### src/rtl/hsv_frame_morph_buffer_top_defines.svh
// ----------------------------------------------------------------------------
// HSV frame morph buffer assertion macros
// Shared concurrent assertion shorthands, clocked on clk_i, reset on rst_ni.
// ----------------------------------------------------------------------------
`ifndef HSV_FRAME_MORPH_BUFFER_TOP_DEFINES_SVH
`define HSV_FRAME_MORPH_BUFFER_TOP_DEFINES_SVH

// same-cycle implication
`define HFMB_ASSERT_NOW(lbl, pre, post) \
  lbl: assert property (@(posedge clk_i) disable iff (!rst_ni) (pre) |-> (post)) \
    else $error("assertion failed: same-cycle check");

// next-cycle implication
`define HFMB_ASSERT_NEXT(lbl, pre, post) \
  lbl: assert property (@(posedge clk_i) disable iff (!rst_ni) (pre) |=> (post)) \
    else $error("assertion failed: next-cycle check");

`endif

### src/rtl/hfmb_pkg.sv
// ----------------------------------------------------------------------------
// hfmb_pkg
// Types, codes and arithmetic helpers shared by the frame morph buffer.
// ----------------------------------------------------------------------------
package hfmb_pkg;

  localparam int unsigned NumPixelsDefault = 128;
  localparam logic [7:0]  RedLo            = 8'd224;
  localparam logic [7:0]  RedWidth         = 8'd64;   // 32 - 224, mod 256

  typedef enum logic [2:0] {
    MODE_WR_MAP = 3'd0,
    MODE_WR_RAW = 3'd1,
    MODE_DIM    = 3'd2,
    MODE_PUSH   = 3'd3,
    MODE_MORPH  = 3'd4,
    MODE_MAP_LD = 3'd5
  } mode_e;

  typedef enum logic [1:0] {
    CFG_ONLY_RED = 2'd0,
    CFG_BLUR     = 2'd1,
    CFG_MAP_EN   = 2'd2
  } cfg_reg_e;

  typedef enum logic [2:0] {
    ST_IDLE,
    ST_CHECK,
    ST_MAP,
    ST_PIX,
    ST_DIV,
    ST_BLEND,
    ST_PUSH,
    ST_RESULT
  } state_e;

  typedef struct packed {
    logic [7:0] hue;
    logic [7:0] sat;
    logic [7:0] val;
  } hsv_t;

  // controller -> datapath
  typedef struct packed {
    logic latch;      // capture input beat
    logic use_map;    // pixel address from map read data
    logic phys_ld;    // capture physical index
    logic map_wr;     // write map entry
    logic div_start;  // start fract divider
    logic px_latch;   // capture current/next pixels
    logic pix_write;  // color write into next frame
    logic dim_write;  // dim next-frame pixel
    logic blend;      // compute morph result
    logic push_clr;   // reset sweep counter
    logic push_step;  // sweep one entry
    logic mark_done;  // result status done
    logic load_out;   // move result to output register
  } cmd_t;

  // datapath -> controller
  typedef struct packed {
    logic [2:0] mode;
    logic       in_range;
    logic       map_en;
    logic       map_oor;
    logic       blur_black;
    logic       div_done;
    logic       push_last;
    logic       out_busy;
  } stat_t;

  // (x * (s + 1)) >> 8
  function automatic logic [7:0] scale8(logic [7:0] x, logic [7:0] s);
    logic [16:0] p;
    p = {9'd0, x} * ({9'd0, s} + 17'd1);
    return p[15:8];
  endfunction

endpackage

### src/rtl/hfmb_ctrl.sv
// ----------------------------------------------------------------------------
// hfmb_ctrl
// Sequencer: walks one item through map lookup, pixel access, divide and blend, or a push sweep.
// ----------------------------------------------------------------------------
module hfmb_ctrl
  import hfmb_pkg::*;
(
  input  logic  clk_i,
  input  logic  rst_ni,
  input  logic  in_valid_i,
  output logic  in_ready_o,
  input  stat_t stat_i,
  output cmd_t  cmd_o,
  output logic  busy_o
);

  state_e state_q, state_d;
  mode_e  mode;
  logic   map_path;

  assign mode     = mode_e'(stat_i.mode);
  assign map_path = stat_i.map_en &&
                    (mode == MODE_WR_MAP || mode == MODE_DIM);

  // state register
  always_ff @(posedge clk_i or negedge rst_ni) begin
    if (!rst_ni) begin
      state_q <= ST_IDLE;
    end else begin
      state_q <= state_d;
    end
  end

  // next state
  always_comb begin
    state_d = state_q;
    unique case (state_q)
      ST_IDLE: begin
        if (in_valid_i) state_d = ST_CHECK;
      end
      ST_CHECK: begin
        case (mode)
          MODE_PUSH: state_d = ST_PUSH;
          MODE_WR_MAP, MODE_WR_RAW, MODE_DIM, MODE_MORPH: begin
            if (!stat_i.in_range) state_d = ST_RESULT;
            else if (map_path)    state_d = ST_MAP;
            else                  state_d = ST_PIX;
          end
          default: state_d = ST_RESULT;
        endcase
      end
      ST_MAP: begin
        state_d = stat_i.map_oor ? ST_RESULT : ST_PIX;
      end
      ST_PIX: begin
        state_d = (mode == MODE_MORPH) ? ST_DIV : ST_RESULT;
      end
      ST_DIV: begin
        if (stat_i.div_done) state_d = ST_BLEND;
      end
      ST_BLEND: state_d = ST_RESULT;
      ST_PUSH: begin
        if (stat_i.push_last) state_d = ST_RESULT;
      end
      ST_RESULT: begin
        if (!stat_i.out_busy) state_d = ST_IDLE;
      end
      default: state_d = ST_IDLE;
    endcase
  end

  // command outputs
  always_comb begin
    cmd_o      = '0;
    in_ready_o = 1'b0;
    unique case (state_q)
      ST_IDLE: begin
        in_ready_o  = 1'b1;
        cmd_o.latch = in_valid_i;
      end
      ST_CHECK: begin
        if (mode == MODE_PUSH) begin
          cmd_o.push_clr = 1'b1;
        end else if (mode == MODE_MAP_LD) begin
          cmd_o.map_wr    = stat_i.in_range;
          cmd_o.mark_done = stat_i.in_range;
        end else begin
          cmd_o.phys_ld   = !map_path;
          cmd_o.div_start = (mode == MODE_MORPH);
        end
      end
      ST_MAP: begin
        cmd_o.use_map = 1'b1;
        cmd_o.phys_ld = 1'b1;
      end
      ST_PIX: begin
        cmd_o.px_latch = 1'b1;
        if (mode == MODE_WR_MAP || mode == MODE_WR_RAW) begin
          cmd_o.pix_write = !stat_i.blur_black;
          cmd_o.mark_done = !stat_i.blur_black;
        end else if (mode == MODE_DIM) begin
          cmd_o.dim_write = 1'b1;
          cmd_o.mark_done = 1'b1;
        end
      end
      ST_DIV: ;
      ST_BLEND: begin
        cmd_o.blend     = 1'b1;
        cmd_o.mark_done = 1'b1;
      end
      ST_PUSH: begin
        cmd_o.push_step = 1'b1;
        cmd_o.mark_done = stat_i.push_last;
      end
      ST_RESULT: begin
        cmd_o.load_out = !stat_i.out_busy;
      end
      default: ;
    endcase
  end

  assign busy_o = (state_q != ST_IDLE);

endmodule

### config.mk
export PLATFORM = sky130hd
export DESIGN_NAME = hfmb_ctrl
export DESIGN_NICKNAME = d
export VERILOG_FILES = /design/src/rtl/hsv_frame_morph_buffer_top_defines.svh /design/src/rtl/hfmb_pkg.sv /design/src/rtl/hfmb_ctrl.sv
export SDC_FILE = /design/constraint.sdc
export NUM_CORES = 1
export LEC_CHECK = 0
export BUFFER_PORTS_ARGS = -buffer_cell sky130_fd_sc_hd__buf_2
export CAP_MARGIN = 0
export CORE_AREA = 3 3 40 42
export DETAILED_ROUTE_END_ITERATION = 8
export DIE_AREA = 0 0 43 45
export PLACE_DENSITY = 0.63
export SLEW_MARGIN = 5
export SYNTH_ARGS = -nofsm -noshare
export SYNTH_HDL_FRONTEND = slang
export SYNTH_SLANG_ARGS = --single-unit
export TNS_END_PERCENT = 5
### constraint.sdc
create_clock -name clk_i -period 3.1 [get_ports clk_i]
set_input_delay 0.31 -clock clk_i [delete_from_list [all_inputs] [get_ports clk_i]]
set_output_delay 0.31 -clock clk_i [all_outputs]
set_load 0.05 [all_outputs]
==> impl_metrics.tcl, run 1 <==
set metrics [dict create \
    leakagePower_nw 0.3133 \
    post_cts_buffers 0 \
    synth_area_um2 412.9 \
    holdBufCountCts 1 \
    final_cells 103 \
    rsz0062_at_grt "false" \
    finalPower_uw 549.7 \
    place_area_um2 546.8 \
    root_buffer "clkbuf_4" \
    finalCritPeriodShare 0.6746 \
    drt_first_pass_iters 3 \
    endpoint_kind "output pin" \
    grt_usage 0.1267 \
    fillCellCount 147 \
    cts_max_path_buffers 2 \
    placed_cells 98 \
    setup_ws_ps 1009 \
    reg_top3 "state_q (3)" \
    clk_latency_ps 230 \
    period_needed_ps 2091 \
    coreArea_mm2 0.001285 \
    yosysMostFrequentCell "nor2_1" \
    drc 0 \
    synth-seq-area-share 0.1818 \
    diodes 0 \
    antenna_left 0 \
    cts_tree "done" \
    syn_inst 59 \
    num_rows 13 \
    powerDensity_mw_per_mm2 942.8 \
    synth_mux_area_frac 0.07576 \
    hold_class "primary input to asynchronous set/reset pin" \
    preCtsSetupSlack_ps 1231 \
    finClkSkew_ps 0.2978 \
    ir_drop_uv 404.1 \
    fin_tns_setup_ps 0 \
    clk_pin_slew_ps 40 \
    h-tree-depth 1 \
    largest_register_ff_count 3 \
    netlist.area_leader.share 0.1818 \
    synth_top_family_by_area "simple AND/OR/NAND/NOR gates" \
    drtIter0Drc 8 \
    final_area_um2 583.1 \
    start_util 0.3213 \
    synth-edff-count 0 \
    critPathKind "register to output pin" \
    dieArea_mm2 0.001935 \
    synth_area_per_cell_um2 6.998 \
    slowest_delay_ps 540 \
    synthTopCellsByArea "dfrtp_1 18%, nor2_1 7.3%, nand2_1 6.4%" \
    top_register "state_q" \
    yosysTopAreaCell "dfrtp_1" \
    synth_nets 72 \
    port_buffers 27 \
    cp_max_fo 13 \
    path_buf_inv 1 \
    gp_congestion 0.7944 \
    max_freq_mhz 478.2 \
    drive_gt1_frac 0.3750 \
    synth_adder_area_share 0.02727 \
    synthXorXnorAreaFrac 0 \
    critical_path_required_ps 2790 \
    critPathLaunchType "register" \
    synth-simple-area-share 0.4667 \
    grt_pass1_wl_um 1863 \
    cap_violations 0 \
    cts_resized 0 \
    crit_chain "nor3b_2 > and4_1 > a21oi_1 > o21ai_0 > buf_2" \
    area_delta_synth_final_pct 41.21 \
    outcome "finished clean" \
    hpwl_um 908.2 \
    async_flop_share 1.000 \
    finalMaxSlewViolations 0 \
    yosysUniqueCellTypes 26 \
    drt-wirelength-per-cell_um 11.19 \
    fp.dieH_um 45 \
    via_per_inst 4.883 \
    finalSetupViolCount 0 \
    cp_top_family "simple AND/OR/NAND/NOR gates" \
    yosys_warnings 0 \
    boundaryPins 28 \
    netlist_top_cells_count "8 x nor2_1, 7 x nand2_1, 4 x a21oi_1, 4 x inv_1, 4 x nand2b_1" \
    crit_slowest_cell "dfrtp_1" \
    grt_max_degree 14 \
    max_slew_margin 0.7604 \
    die_x_um 43 \
    final-hold-violation-count 0 \
    antenna_found_initial 0 \
    grt_pass1_vias 440 \
    clock-sinks 3 \
    critPathArrivalTime_ps 1780 \
    synth-seq-cells 3 \
    worstMarginPinSlew_ps 359.4 \
    ys.flop_type "dfrtp_1" \
    finalWirelength_um 1153 \
    fin_nets 102 \
    grt-ovfl-total 0 \
    cts_buffers 3 \
    routed-via-count 503 \
    synth-compound-area-share 0.1636 \
]
==> cell type report <==
class                      count  area [um2]  share of cell area
clock buffer                   4       26.28             0.04506
timing repair buffer          28       145.1              0.2489
multi-input combinational     49       302.8              0.5193
sequential                     3       75.07              0.1288
inverter                       4       15.01             0.02575
tap                           15       18.77             0.03219
==> cells in the final DEF (no fill, tap or decap), drive strengths merged <==
master | synthesis | routed
buf | 3 | 27
nor2 | 8 | 8
nand2 | 7 | 7
inv | 4 | 4
nand2b | 4 | 4
a21oi | 4 | 4
nor3b | 4 | 4
clkbuf | 0 | 4
o21ai | 3 | 3
dfrtp | 3 | 3
and2 | 2 | 2
or3 | 2 | 2
nor3 | 2 | 2
mux2i | 2 | 2
nor2b | 1 | 1
o22ai | 1 | 1
and4 | 1 | 1
nand3b | 1 | 1
and4b | 1 | 1
o221ai | 1 | 1
o2111ai | 1 | 1
a2bb2oi | 1 | 1
mux2 | 1 | 1
maj3 | 1 | 1
or3b | 1 | 1
dlygate4sd3 | 0 | 1
==> routing by layer <==
metal  track usage  share of wire
met1        0.1618           0.45
met2        0.2006           0.48
met3       0.02390          0.064
met4       0.07229              0
met5             0              0
==> cells by family after synthesis <==
group	after synthesis
adder cells (fa/ha/maj)	1
buffers and inverters	7
multiplexers	3
AND/OR/NAND/NOR	34
flip-flops	3
AO/OA/AOI/OAI	11
==> through the flow <==
step,utilization,hold slack [ps]
after floorplan,-,14.41
after global placement,0.4255,106.2
after detailed placement,0.4255,107.7
after CTS,0.4537,396.5
after global routing,0.4537,395.8
final,0.4537,398.4
==> report_power, final <==
part,switching [mW],total (mW),internal (mW)
combinational,0.251,0.367,0.116
clock,0.0207,0.0690,0.0483
sequential,0.0560,0.114,0.0579
total,0.328,0.550,0.222
==> path summary, 6_finish.rpt <==
| path | startpoint | end | slack [ps] | cells after the start |
|---|---|---|---|---|
| worst max register to register | state_q[0]$_DFFE_PN0P_ | state_q[0]$_DFFE_PN0P_ | 1680 | 4 |
| max in group asynchronous | rst_ni | state_q[1]$_DFFE_PN0P_ | 2600 | 2 |
| min in group clk_i | stat_i[0] | state_q[2]$_DFFE_PN0P_ | 400 | 3 |
| worst max-delay path | state_q[0]$_DFFE_PN0P_ | cmd_o[1] | 1010 | 5 |
| worst min register to register | state_q[2]$_DFFE_PN0P_ | state_q[2]$_DFFE_PN0P_ | 780 | 2 |
| worst min-delay path | rst_ni | state_q[2]$_DFFE_PN0P_ | 400 | 2 |
Power figures use the tool's default switching activity.
==> run 2, diff against run 1 <==
--- a/config.mk
+++ b/config.mk
@@ -5,12 +5,13 @@
 export SDC_FILE = /design/constraint.sdc
 export NUM_CORES = 1
 export LEC_CHECK = 0
+export ABC_AREA = 1
 export BUFFER_PORTS_ARGS = -buffer_cell sky130_fd_sc_hd__buf_2
 export CAP_MARGIN = 0
-export CORE_AREA = 3 3 40 42
+export CORE_MARGIN = 3
+export CORE_UTILIZATION = 40
 export DETAILED_ROUTE_END_ITERATION = 8
-export DIE_AREA = 0 0 43 45
-export PLACE_DENSITY = 0.63
+export PLACE_DENSITY = 0.71
 export SLEW_MARGIN = 5
 export SYNTH_ARGS = -nofsm -noshare
 export SYNTH_HDL_FRONTEND = slang
==> constraint.sdc (replaced) <==
create_clock -name clk_i -period 2.11 [get_ports clk_i]
set_input_delay 0.211 -clock clk_i [delete_from_list [all_inputs] [get_ports clk_i]]
set_output_delay 0.211 -clock clk_i [all_outputs]
set_load 0.05 [all_outputs]
==> run 2 against run 1 <==
  * Clock power increased by 52%
  * Sequential cell count unchanged
  * Cell area increased by 20%
  * Clock skew increased by 4.5 ps
  * Die area decreased by 2.9%
  * Combinational power increased by 120%
  * Critical endpoint is now cmd_o[6]
==> impl_metrics.tcl, run 2 <==
set metrics [dict create \
    clk_pin_slew_ps 40 \
    critical_path_required_ps 1900 \
    grt-ovfl-total 0 \
    finClkSkew_ps 4.783 \
    synth-seq-area-share 0.1345 \
    met1_length_um 582 \
    async_flop_share 1.000 \
    cts_tree "done" \
    start_util 0.4646 \
    largest_register_ff_count 3 \
    endpoint_kind "output pin" \
    cts_max_path_buffers 2 \
    r2r_start "state_q[0]$_DFFE_PN0P_" \
    port_buffers 27 \
    clk_latency_ps 240 \
    synth_nets 101 \
    reg_top3 "state_q (3)" \
    post-route-util 0.5823 \
    critPathKind "register to output pin" \
    root_buffer "clkbuf_4" \
    clock-sinks 3 \
    cts_resized 0 \
    cell_internal_pwr_uw 386.1 \
    antenna_left 0 \
    rsz0062_at_grt "false" \
    grt_usage 0.1607 \
    yosysUniqueCellTypes 25 \
    num_rows 12 \
    finalCritPeriodShare 0.8829 \
    hpwl_um 1088 \
    die_x_um 43.35 \
    critPathArrivalTime_ps 1650 \
    fin_tns_setup_ps 0 \
    syn_inst 88 \
    p_seq_frac 0.198 \
    synth_area_per_cell_um2 6.341 \
    drt_first_pass_iters 4 \
    fin_nets 130 \
    finalWirelength_um 1334 \
    synth-edff-count 0 \
    drc 0 \
    via_per_inst 4.854 \
    clkPwrFrac 0.094 \
    outcome "finished clean" \
    grt_max_degree 11 \
    grt_pass1_vias 544 \
    cp_max_fo 10 \
    fp.dieH_um 43.35 \
    drt-wirelength-per-cell_um 10.26 \
    h-tree-depth 1 \
    power_frac_comb 0.709 \
    critPathLaunchType "register" \
    drive_gt1_frac 0.4655 \
    hold_class "primary input to asynchronous set/reset pin" \
    final_cell_mix "27 x buf_2, 24 x nand2_1, 10 x nor2_1" \
    placed_cells 125 \
    place_area_um2 663.1 \
    synthTopCellsByArea "nand2_1 16%, dfrtp_1 13%, nor2_4 8.1%" \
    antenna_found_initial 0 \
    wl_met2_um 648 \
    max_slew_margin 0.6478 \
    gp_congestion 0.8061 \
    coreArea_mm2 0.001201 \
    synth-seq-cells 3 \
    area_delta_synth_final_pct 25.34 \
    ir_drop_uv 927.9 \
    period_needed_ps 1863 \
    setup_ws_ps 247.2 \
    wl_met3_um 91 \
    grt_pass1_wl_um 2332 \
    cap_violations 0 \
    top_register "state_q" \
    routed-via-count 631 \
    synth_area_um2 558.0 \
    final-hold-violation-count 0 \
    max_freq_mhz 536.8 \
    worstMarginPinSlew_ps 528.4 \
    cp-startpoint "state_q[0]$_DFFE_PN0P_" \
    cts_buffers 3 \
    finalSetupViolCount 0 \
    yosys_warnings 0 \
    highest_layer "met4" \
    leakagePower_nw 0.4064 \
    finalMaxSlewViolations 0 \
    yosysTopAreaCell "nand2_1" \
    boundaryPins 28 \
    final_cells 130 \
    ys.flop_type "dfrtp_1" \
    final_common_cell "buf_2" \
    netlist_top_cells_count "24 x nand2_1, 10 x nor2_1, 7 x inv_1, 7 x inv_2, 6 x nand3_1" \
    final_area_um2 699.4 \
    switching_power_uw 730.4 \
    netlist.area_leader.share 0.1614 \
    diodes 0 \
    dieArea_mm2 0.001879 \
    powerDensity_mw_per_mm2 1596 \
    sw_frac_of_total 0.6542 \
    preCtsSetupSlack_ps 503.2 \
    yosysMostFrequentCell "nand2_1" \
    drtIter0Drc 18 \
]
## run 2: layout make-up
cell class,count,area (um2)
Clock buffer,4,26.28
Fill cell,125,501.7
Multi-Input combinational cell,65,365.4
Timing Repair Buffer,28,145.1
Tap cell,14,17.52
Inverter,16,70.07
Sequential cell,3,75.07
## run 2: worst max-delay path, cell delays in order (launching register included)
cell	delay [ps]
dfrtp_1	670
nand2_4	90
nor2_4	150
inv_2	60
nor4_2	130
buf_2	300
## run 2: kinds of logic (layout without fill, tap and decap cells)
family	after synthesis	after routing	synth area share
compound gates	7	7	0.06501
buf+inv	20	48	0.2108
flops	3	3	0.1345
simple gates	58	58	0.5897
## run 2: per-layer routing
layer,GRT usage,vias to the layer above
li1,-,334
met4,0.07229,0
met5,0,-
met1,0.2095,268
met2,0.2655,27
met3,0.01660,2
## run 2: final timing paths
kind                       cells past startpoint                     end  slack, ps
min in group clk_i                             3  state_q[0]$_DFFE_PN0P_        320
setup / recovery                               5                cmd_o[6]        250
max in group asynchronous                      2  state_q[1]$_DFFE_PN0P_       1690
hold reg to reg                                2  state_q[1]$_DFFE_PN0P_        820
setup reg to reg                               5  state_q[1]$_DFFE_PN0P_        770
hold / removal                                 2  state_q[0]$_DFFE_PN0P_        310
## run 2: repair_timing
| action | 4_1_cts | 5_1_grt |
|---|---|---|
| hold buffers | 1 | 0 |
| hold endpoints to repair | 3 | 0 |
| buffers inserted | 0 | 0 |
## run 2: per-stage QoR
step | hold WS [ps] | total power [mW]
floorplan | -84.59 | 0.9434
global placement | 8.697 | 1.004
detailed placement | 10.08 | 1.013
CTS | 289.7 | 1.128
global route | 335.5 | 1.217
finish | 313.4 | 1.116
## run 2: power groups by stage
stage	sequential [mW]	combinational (mW)	clock, mW
2_1_floorplan	0.106	0.837	0
3_3_place_gp	0.219	0.785	0
3_5_place_dp	0.222	0.791	0
4_1_cts	0.222	0.797	0.109
5_1_grt	0.233	0.873	0.111
6_report	0.221	0.791	0.105
==> run 3, diff against run 2 <==
==> constraint.sdc (replaced) <==
create_clock -name clk_i -period 1.93 [get_ports clk_i]
set_input_delay 0.386 -clock clk_i [delete_from_list [all_inputs] [get_ports clk_i]]
set_output_delay 0.386 -clock clk_i [all_outputs]
set_load 0.05 [all_outputs]
==> run 3 against run 2 <==
  * First-iteration DRC count decreased by 67%
  * Routed wire length down 3.0%
  * Sequential power rose by 12%
  * Non-clock buffer count stayed put
  * Cell area increased by 2.3%
  * Sequential share of layout area increased by 0.28 points
  * Cell count stayed put
  * Largest cell class unchanged
==> impl_metrics.tcl, run 3 (synthesized netlist as in run 2, its figures left out) <==
set metrics [dict create \
    r2r_start "state_q[1]$_DFFE_PN0P_" \
    regArea_um2 78.83 \
    crit_slowest_cell "dfrtp_2" \
    grt_max_degree 11 \
    h-tree-depth 1 \
    cp-startpoint "state_q[0]$_DFFE_PN0P_" \
    clk_pin_slew_ps 40 \
    cts_tree "done" \
    endpoint_kind "output pin" \
    grt-ovfl-total 0 \
    period_needed_ps 1824 \
    cp_max_fo 10 \
    critical_path_required_ps 1540 \
    p_seq_frac 0.199 \
    leakagePower_nw 0.4030 \
    slowest_delay_ps 530 \
    power_frac_comb 0.711 \
    powerDensity_mw_per_mm2 1737 \
    top_register "state_q" \
    grt_usage 0.1465 \
    crit_chain "nand2_4 > nor2_4 > inv_2 > nor4_2 > clkbuf_4" \
    path_buf_inv 2 \
    boundaryPins 28 \
    area_delta_synth_final_pct 28.25 \
    port_buffers 27 \
    start_util 0.4646 \
    die_x_um 43.35 \
    clk_latency_ps 230 \
    drt_first_pass_iters 4 \
    finalWirelength_um 1294 \
    largest_register_ff_count 3 \
    critPathKind "register to output pin" \
    cts_max_path_buffers 2 \
    finalMaxSlewViolations 0 \
    clock-sinks 3 \
    fillCellCount 134 \
    antenna_found_initial 0 \
    sw_frac_of_total 0.6423 \
    place_area_um2 665.6 \
    switching_power_uw 798.3 \
    dieArea_mm2 0.001879 \
    routed-via-count 620 \
    cap_violations 0 \
    fin_tns_setup_ps 0 \
    worstMarginPinSlew_ps 292.4 \
    critPathLaunchType "register" \
    via_per_inst 4.769 \
    hpwl_um 1059 \
    final_area_um2 715.7 \
    fin_nets 130 \
    drt-wirelength-per-cell_um 9.954 \
    multi_input_area_um2 367.9 \
    finalPower_mw 1.243 \
    grt_pass1_vias 548 \
    gp_congestion 0.8416 \
    grt_pass1_wl_um 2194 \
    drtIter0Drc 6 \
    ir_drop_uv 826.0 \
    reg_top3 "state_q (3)" \
    drc 0 \
    diodes 0 \
    finalSetupViolCount 0 \
    fp.dieH_um 43.35 \
    hold_class "primary input to asynchronous set/reset pin" \
    final_cell_mix "24 x nand2_1, 23 x buf_2, 9 x nor2_1" \
    cell_internal_pwr_uw 444.7 \
    finalCritPeriodShare 0.9450 \
    coreArea_mm2 0.001201 \
    finClkSkew_ps 0.9581 \
    root_buffer "clkbuf_4" \
    outcome "finished clean" \
    drive_gt1_frac 0.5000 \
    cp_top_family "flip-flops" \
    whs_ps 474.8 \
    critPathArrivalTime_ps 1440 \
    cts_buffers 3 \
    num_rows 12 \
    antenna_left 0 \
    clkPwrFrac 0.090 \
    max_freq_mhz 548.3 \
    final-hold-violation-count 0 \
    max_slew_margin 0.8051 \
    final_common_cell "nand2_1" \
]
## run 3: metal layers
layer	track usage	vias to the layer above	routed length, um	share of wire
met5	0	-	0	0
met4	0.05422	0	0	0
li1	-	334	-	-
met2	0.2478	17	627	0.48
met1	0.2000	269	599	0.46
met3	0	0	67	0.052
## run 3: worst paths after layout
| kind | endpoint | slack [ps] | cells after the start |
|---|---|---|---|
| worst max-delay path | cmd_o[6] | 110 | 5 |
| worst min-delay path | state_q[0]$_DFFE_PN0P_ | 470 | 2 |
| worst max register to register | state_q[1]$_DFFE_PN0P_ | 770 | 7 |
| worst min register to register | state_q[1]$_DFFE_PN0P_ | 720 | 2 |
| max in group asynchronous | state_q[1]$_DFFE_PN0P_ | 1340 | 2 |
| min in group clk_i | state_q[0]$_DFFE_PN0P_ | 490 | 3 |
## run 3: layout make-up
| type | instances | share of cell area |
|---|---|---|
| multi-input combinational | 65 | 0.5140 |
| timing repair buffer | 28 | 0.2168 |
| sequential | 3 | 0.1101 |
| inverter | 16 | 0.09790 |
| clock buffer | 4 | 0.03671 |
| tap | 14 | 0.02448 |
## run 3: power by group through the flow
stage | sequential [mW] | clock (mW) | combinational [mW]
after global placement | 0.241 | 0 | 0.860
after global routing | 0.264 | 0.121 | 0.968
after CTS | 0.250 | 0.113 | 0.871
after detailed placement | 0.245 | 0 | 0.866
after floorplan | 0.116 | 0 | 0.917
final | 0.248 | 0.112 | 0.884
## run 3: repair_timing
| action | 4_1_cts | 5_1_grt |
|---|---|---|
| hold endpoints to repair | 3 | 0 |
| setup endpoints to repair | 4 | 4 |
| hold buffers | 1 | 0 |
| setup buffers | 0 | 0 |
| pin swaps | 0 | 0 |
| gates cloned | 0 | 0 |
| gates resized for setup | 3 | 7 |
## run 3: worst register-to-register path: stages, from the launching register on
cell	delay, ps
dfrtp_2	520
inv_8	80
nor2_4	120
nand3_2	90
nand2_2	80
nor2_2	50
nand2_1	50
nand2_1	50
## run 3: metrics by stage
stage	setup slack [ps]	util	std cells
2_1_floorplan	-258.3	-	88
4_1_cts	41.18	0.5875	130
3_5_place_dp	158.3	0.5542	125
6_report	106.2	0.5958	130
5_1_grt	-23.49	0.5958	130
3_3_place_gp	169.3	0.5542	125
